==> src/rtl/ppt_pkg.sv <==
// ----------------------------------------------------------------------------
// ppt_pkg
// shared widths, defaults and types for the point-in-polygon test block
// ----------------------------------------------------------------------------
package ppt_pkg;

    // default vertex capacity
    localparam int DEF_MAX_VERTICES = 64;

    // coordinate, difference and product widths
    localparam int COORD_W = 32;
    localparam int DIFF_W  = COORD_W + 1;
    localparam int PROD_W  = 2 * DIFF_W;

    // controls from the walk sequencer to the edge tester
    typedef struct packed {
        logic clear;   // new query: reset parity
        logic valid;   // an edge is presented this cycle
    } ppt_edge_ctrl_t;

endpackage

==> src/rtl/ppt_cell.sv <==
// ----------------------------------------------------------------------------
// ppt_cell
// one vertex slot of the rotating vertex chain
// ----------------------------------------------------------------------------
module ppt_cell (
    input  logic                                clk,
    input  logic                                shift_en,
    input  logic                                wr_en,
    input  logic signed [ppt_pkg::COORD_W-1:0]  shift_x,
    input  logic signed [ppt_pkg::COORD_W-1:0]  shift_y,
    input  logic signed [ppt_pkg::COORD_W-1:0]  wr_x,
    input  logic signed [ppt_pkg::COORD_W-1:0]  wr_y,
    output logic signed [ppt_pkg::COORD_W-1:0]  x,
    output logic signed [ppt_pkg::COORD_W-1:0]  y
);

    logic signed [ppt_pkg::COORD_W-1:0] x_reg;
    logic signed [ppt_pkg::COORD_W-1:0] y_reg;

    // write has priority; the sequencer never does both at once
    always_ff @(posedge clk)
    begin
        if (wr_en)
        begin
            x_reg <= wr_x;
            y_reg <= wr_y;
        end
        else if (shift_en)
        begin
            x_reg <= shift_x;
            y_reg <= shift_y;
        end
    end

    assign x = x_reg;
    assign y = y_reg;

endmodule

==> config.mk <==
export PLATFORM = sky130hd
export DESIGN_NAME = ppt_cell
export DESIGN_NICKNAME = d
export VERILOG_FILES = /design/src/rtl/ppt_pkg.sv /design/src/rtl/ppt_cell.sv
export SDC_FILE = /design/constraint.sdc
export NUM_CORES = 1
export LEC_CHECK = 0
export ABC_CLOCK_PERIOD_IN_PS = 2600
export BUFFER_PORTS_ARGS = -buffer_cell sky130_fd_sc_hd__buf_2
export CAP_MARGIN = 20
export CORE_MARGIN = 4
export CORE_UTILIZATION = 43
export CTS_BUF_LIST = sky130_fd_sc_hd__clkbuf_2 sky130_fd_sc_hd__clkbuf_4 sky130_fd_sc_hd__clkbuf_8
export DETAILED_ROUTE_END_ITERATION = 12
export HOLD_SLACK_MARGIN = 0.08
export PLACE_DENSITY = 0.82
export SETUP_SLACK_MARGIN = 0.05
export SYNTH_ARGS = -nofsm -noshare
export SYNTH_HDL_FRONTEND = slang
export SYNTH_SLANG_ARGS = --single-unit
==> constraint.sdc <==
create_clock -name clk -period 2.6 [get_ports clk]
set_input_delay 0.13 -clock clk [delete_from_list [all_inputs] [get_ports clk]]
set_output_delay 0.13 -clock clk [all_outputs]
set_load 0.02 [all_outputs]
## Word level (Yosys, flattened, before mapping)

Index checks and enable logic that the tools add are counted.

| storage, ports and cells | value |
|---|---|
| register bits | 64 |
| input bits | 131 |
| output and inout port bits | 64 |
| word-level logic and storage cells | 7 |

| operators by class | value |
|---|---|
| multiplexer cells | 4 |
| reduce and logical (&&, ||, !) cells | 1 |

Operators by type and width:

| cell | count |
|---|---|
| $mux W32 | 4 |
| $reduce_bool A2 Y1 | 1 |

## Logic depth before layout (Yosys ltp)

| logic depth | value |
|---|---|
| word-level depth | 2 |
| gate-level depth with buffers | 3 |

## Worst setup path after synthesis

OpenSTA, ideal clock, no wires.

| path | value |
|---|---|
| path kind | input to register |
| start | input wr_en |
| end | register x_reg (netlist bit x[0]) (enable) |
| library setup time | 0.426 ns |
| arrival time | 1.879 ns |
| slack | 0.296 ns |
| cell stages on the path | 3 |
| path through | buf_6 -> buf_6 -> or2_1 |

| on the way | value |
|---|---|
| longest elaborated chain between the ends | 1 |

RTL lines:

| element | RTL line | text |
|---|---|---|
| start, declared | ppt_cell.sv:8 | `input logic wr_en,` |
| $reduce_bool A2 Y1 (no source line) | n/a |  |
| end signal, assigned | ppt_cell.sv:25 | `x_reg <= wr_x;` |
| end signal, assigned | ppt_cell.sv:30 | `x_reg <= shift_x;` |
| end, declared | ppt_cell.sv:17 | `logic signed [ppt_pkg::COORD_W-1:0] x_reg;` |

Every way passes these cells.
A chain may end at the register's enable or synchronous reset.

## Final worst setup path

| path | value |
|---|---|
| start | input wr_en |
| end | register x_reg (netlist bit x[31]), data pin |

| on the way | value |
|---|---|
| longest elaborated chain between the ends | 1 |

RTL lines:

| element | RTL line | text |
|---|---|---|
| $mux W32 | ppt_cell.sv:23 | `if (wr_en)` |

Every way passes these cells.

==> summary.txt <==
Outcome
  – Status: completed

STA
  – Crit share post-route: 0.461
  – Worst-margin pin slew: 499 ps
  – Slew Viols, Final: 0
  – Hold WS: 101 ps
  – Slew margin rel.: 0.667
  – Peak Freq: 0.835 GHz
  – Fin. Hold Viols: 0
  – Final setup violating endpoints: 0
  – Fin crit period: 1200 ps
  – Setup TNS: 0 ps
  – RSZ-0062 raised after global routing: no

Power
  – Pwr per Cell Area: 619 mW/mm^2
  – P_leak: 1.98 nW
  – VDD IR max: 0.361 mV

Final layout
  – Fill cells: 506
  – Antenna diode count: 0
  – Storage element area: 0.00192 mm^2
  – Nets: 468
  – P&R area growth vs syn: 41.0%
  – Commonest cells after routing, fill and taps aside: buf_2, edfxtp_1, mux2_4, mux2_2, clkbuf_8
  – Multi-input logic area: 911 um^2
  – Layout cell share with drive strength beyond 1: 0.804
  – Most common cell after layout, fill and taps aside: buf_2

Drt
  – Routed WL: 7370 um
  – Vias/cell: 4.76
  – Total iterations of the first detailed-routing run: 4
  – Antenna Nets Post-Route: 0
  – # DRC: 0
  – Vias: 1994
  – Average wire per standard cell: 17.6 um
  – Iter 0 DRT Violations: 47

CTS
  – CTS tree: yes
  – Clock Path Buffers: 2
  – Setup repair bufs after CTS: 0
  – Gates resized, CTS repair: 0
  – Clk root buf: clkbuf_8
  – Worst-path clk slew: 70 ps
  – Hold-fix buffers, CTS: 0
  – # clock sinks: 64
  – Htree depth: 3
  – CTS Buf Count: 9

Global route
  – Initial antenna violation count: 0
  – Number of global-route vias before repair: 2252
  – Total gr overflow: 0
  – First-pass GRT wire length: 11400 um
  – Total track usage: 0.185
  – Largest net degree at the start of global routing: 36

Yosys
  – Synth warnings: 0
  – Mapped Area: 0.00291 mm^2
  – Post-synth net total: 267
  – Post-synth cell types: 6
  – Synth Instances: 136
  – Sequential fraction of the synthesis area: 0.661
  – Syn_area_per_cell: 21.4 um^2
  – Synth Register Bits: 64

Hold path
  – Endpoint, Worst Hold: y[27]$_DFFE_PP_
  – Hold-critical path depth: 2
  – Hold Path Origin: wr_y[27]
  – Worst min path class: input pin to flip-flop

Floorplan
  – Row count: 29
  – Die ar.: 0.00814 mm^2
  – Die W: 90.2 um
  – Initial Util: 0.450
  – Core area: 0.00646 mm^2
  – I/O Pins: 195
  – Die H: 90.2 um

Worst setup path
  – Worst-path cell chain: buf_4 > buf_12 > mux2_2
  – Max FO, Critical Path: 35
  – Slowest cell on the critical path: buf_4
  – CP max stage delay: 410 ps
  – CP Capture Type: flip-flop
  – Critical Path AT: 1270 ps
  – Worst Path Required: 2670 ps
  – Critical path class: input pin to flip-flop
  – CP Launch Type: input pin

Job
  – Max-cap check violation count: 0

Placed design
  – Port buffer count: 194
  – Dpl hpwl: 5960 um
  – Final RePlAce weighted congestion: 0.769
-- per-layer routing --
layer / vias to the layer above / track usage / part of all wire
li1: 939 / - / -
met3: 9 / 0.0701 / 0.094
met4: 0 / 0.0829 / 0.016
met2: 104 / 0.355 / 0.57
met1: 942 / 0.170 / 0.32
met5: - / 0 / 0
-- cell usage after synthesis --
cell type,count,area [um^2]
mux2_4,49,736
buf_6,6,67.6
buf_2,1,5.00
edfxtp_1,64,1920
or2_1,1,6.26
mux2_2,15,169
-- logic make-up after synthesis --
kind of cell,count (synthesis),share of synthesized area
mux,64,0.311
flops,64,0.661
buf+inv,7,0.0250
simple gates,1,0.00215
-- power by group --
part	internal [mW]	switching [mW]
clock network	0.342	0.358
registers	1.27	0.0278
logic	0.252	0.288
-- worst max-delay path by stage --
stage                                 end  start  slack (ps)
after floorplan            x[0]$_DFFE_PP_  wr_en         300
after global placement    x[30]$_DFFE_PP_  wr_en        1090
after detailed placement  x[31]$_DFFE_PP_  wr_en        1050
after CTS                 x[31]$_DFFE_PP_  wr_en        1410
after global routing      x[12]$_DFFE_PP_  wr_en        1340
final                     x[31]$_DFFE_PP_  wr_en        1400
-- worst max-delay path: cells and delay by family --
kind,cells,cell delay (ps)
buffers and inverters,2,720
multiplexers,1,370
-- final cells by class --
cell class | count | area share
sequential | 64 | 0.469
clock buffer | 10 | 0.0321
multi-input combinational | 65 | 0.222
tap | 77 | 0.0235
clock inverter | 6 | 0.00642
timing repair buffer | 197 | 0.246
-- stage by stage --
| stage | setup slack [ps] | utilization | instances | power, mW | area (um^2) |
|---|---|---|---|---|---|
| 2_1_floorplan | 296 | - | 136 | 1.63 | 2910 |
| 3_3_place_gp | 1090 | 0.610 | 403 | 1.85 | 3940 |
| 3_5_place_dp | 1050 | 0.610 | 403 | 1.87 | 3940 |
| 4_1_cts | 1410 | 0.634 | 419 | 2.57 | 4100 |
| 5_1_grt | 1340 | 0.634 | 419 | 2.65 | 4100 |
| 6_report | 1400 | 0.634 | 419 | 2.53 | 4100 |
Power figures use the tool's default switching activity.
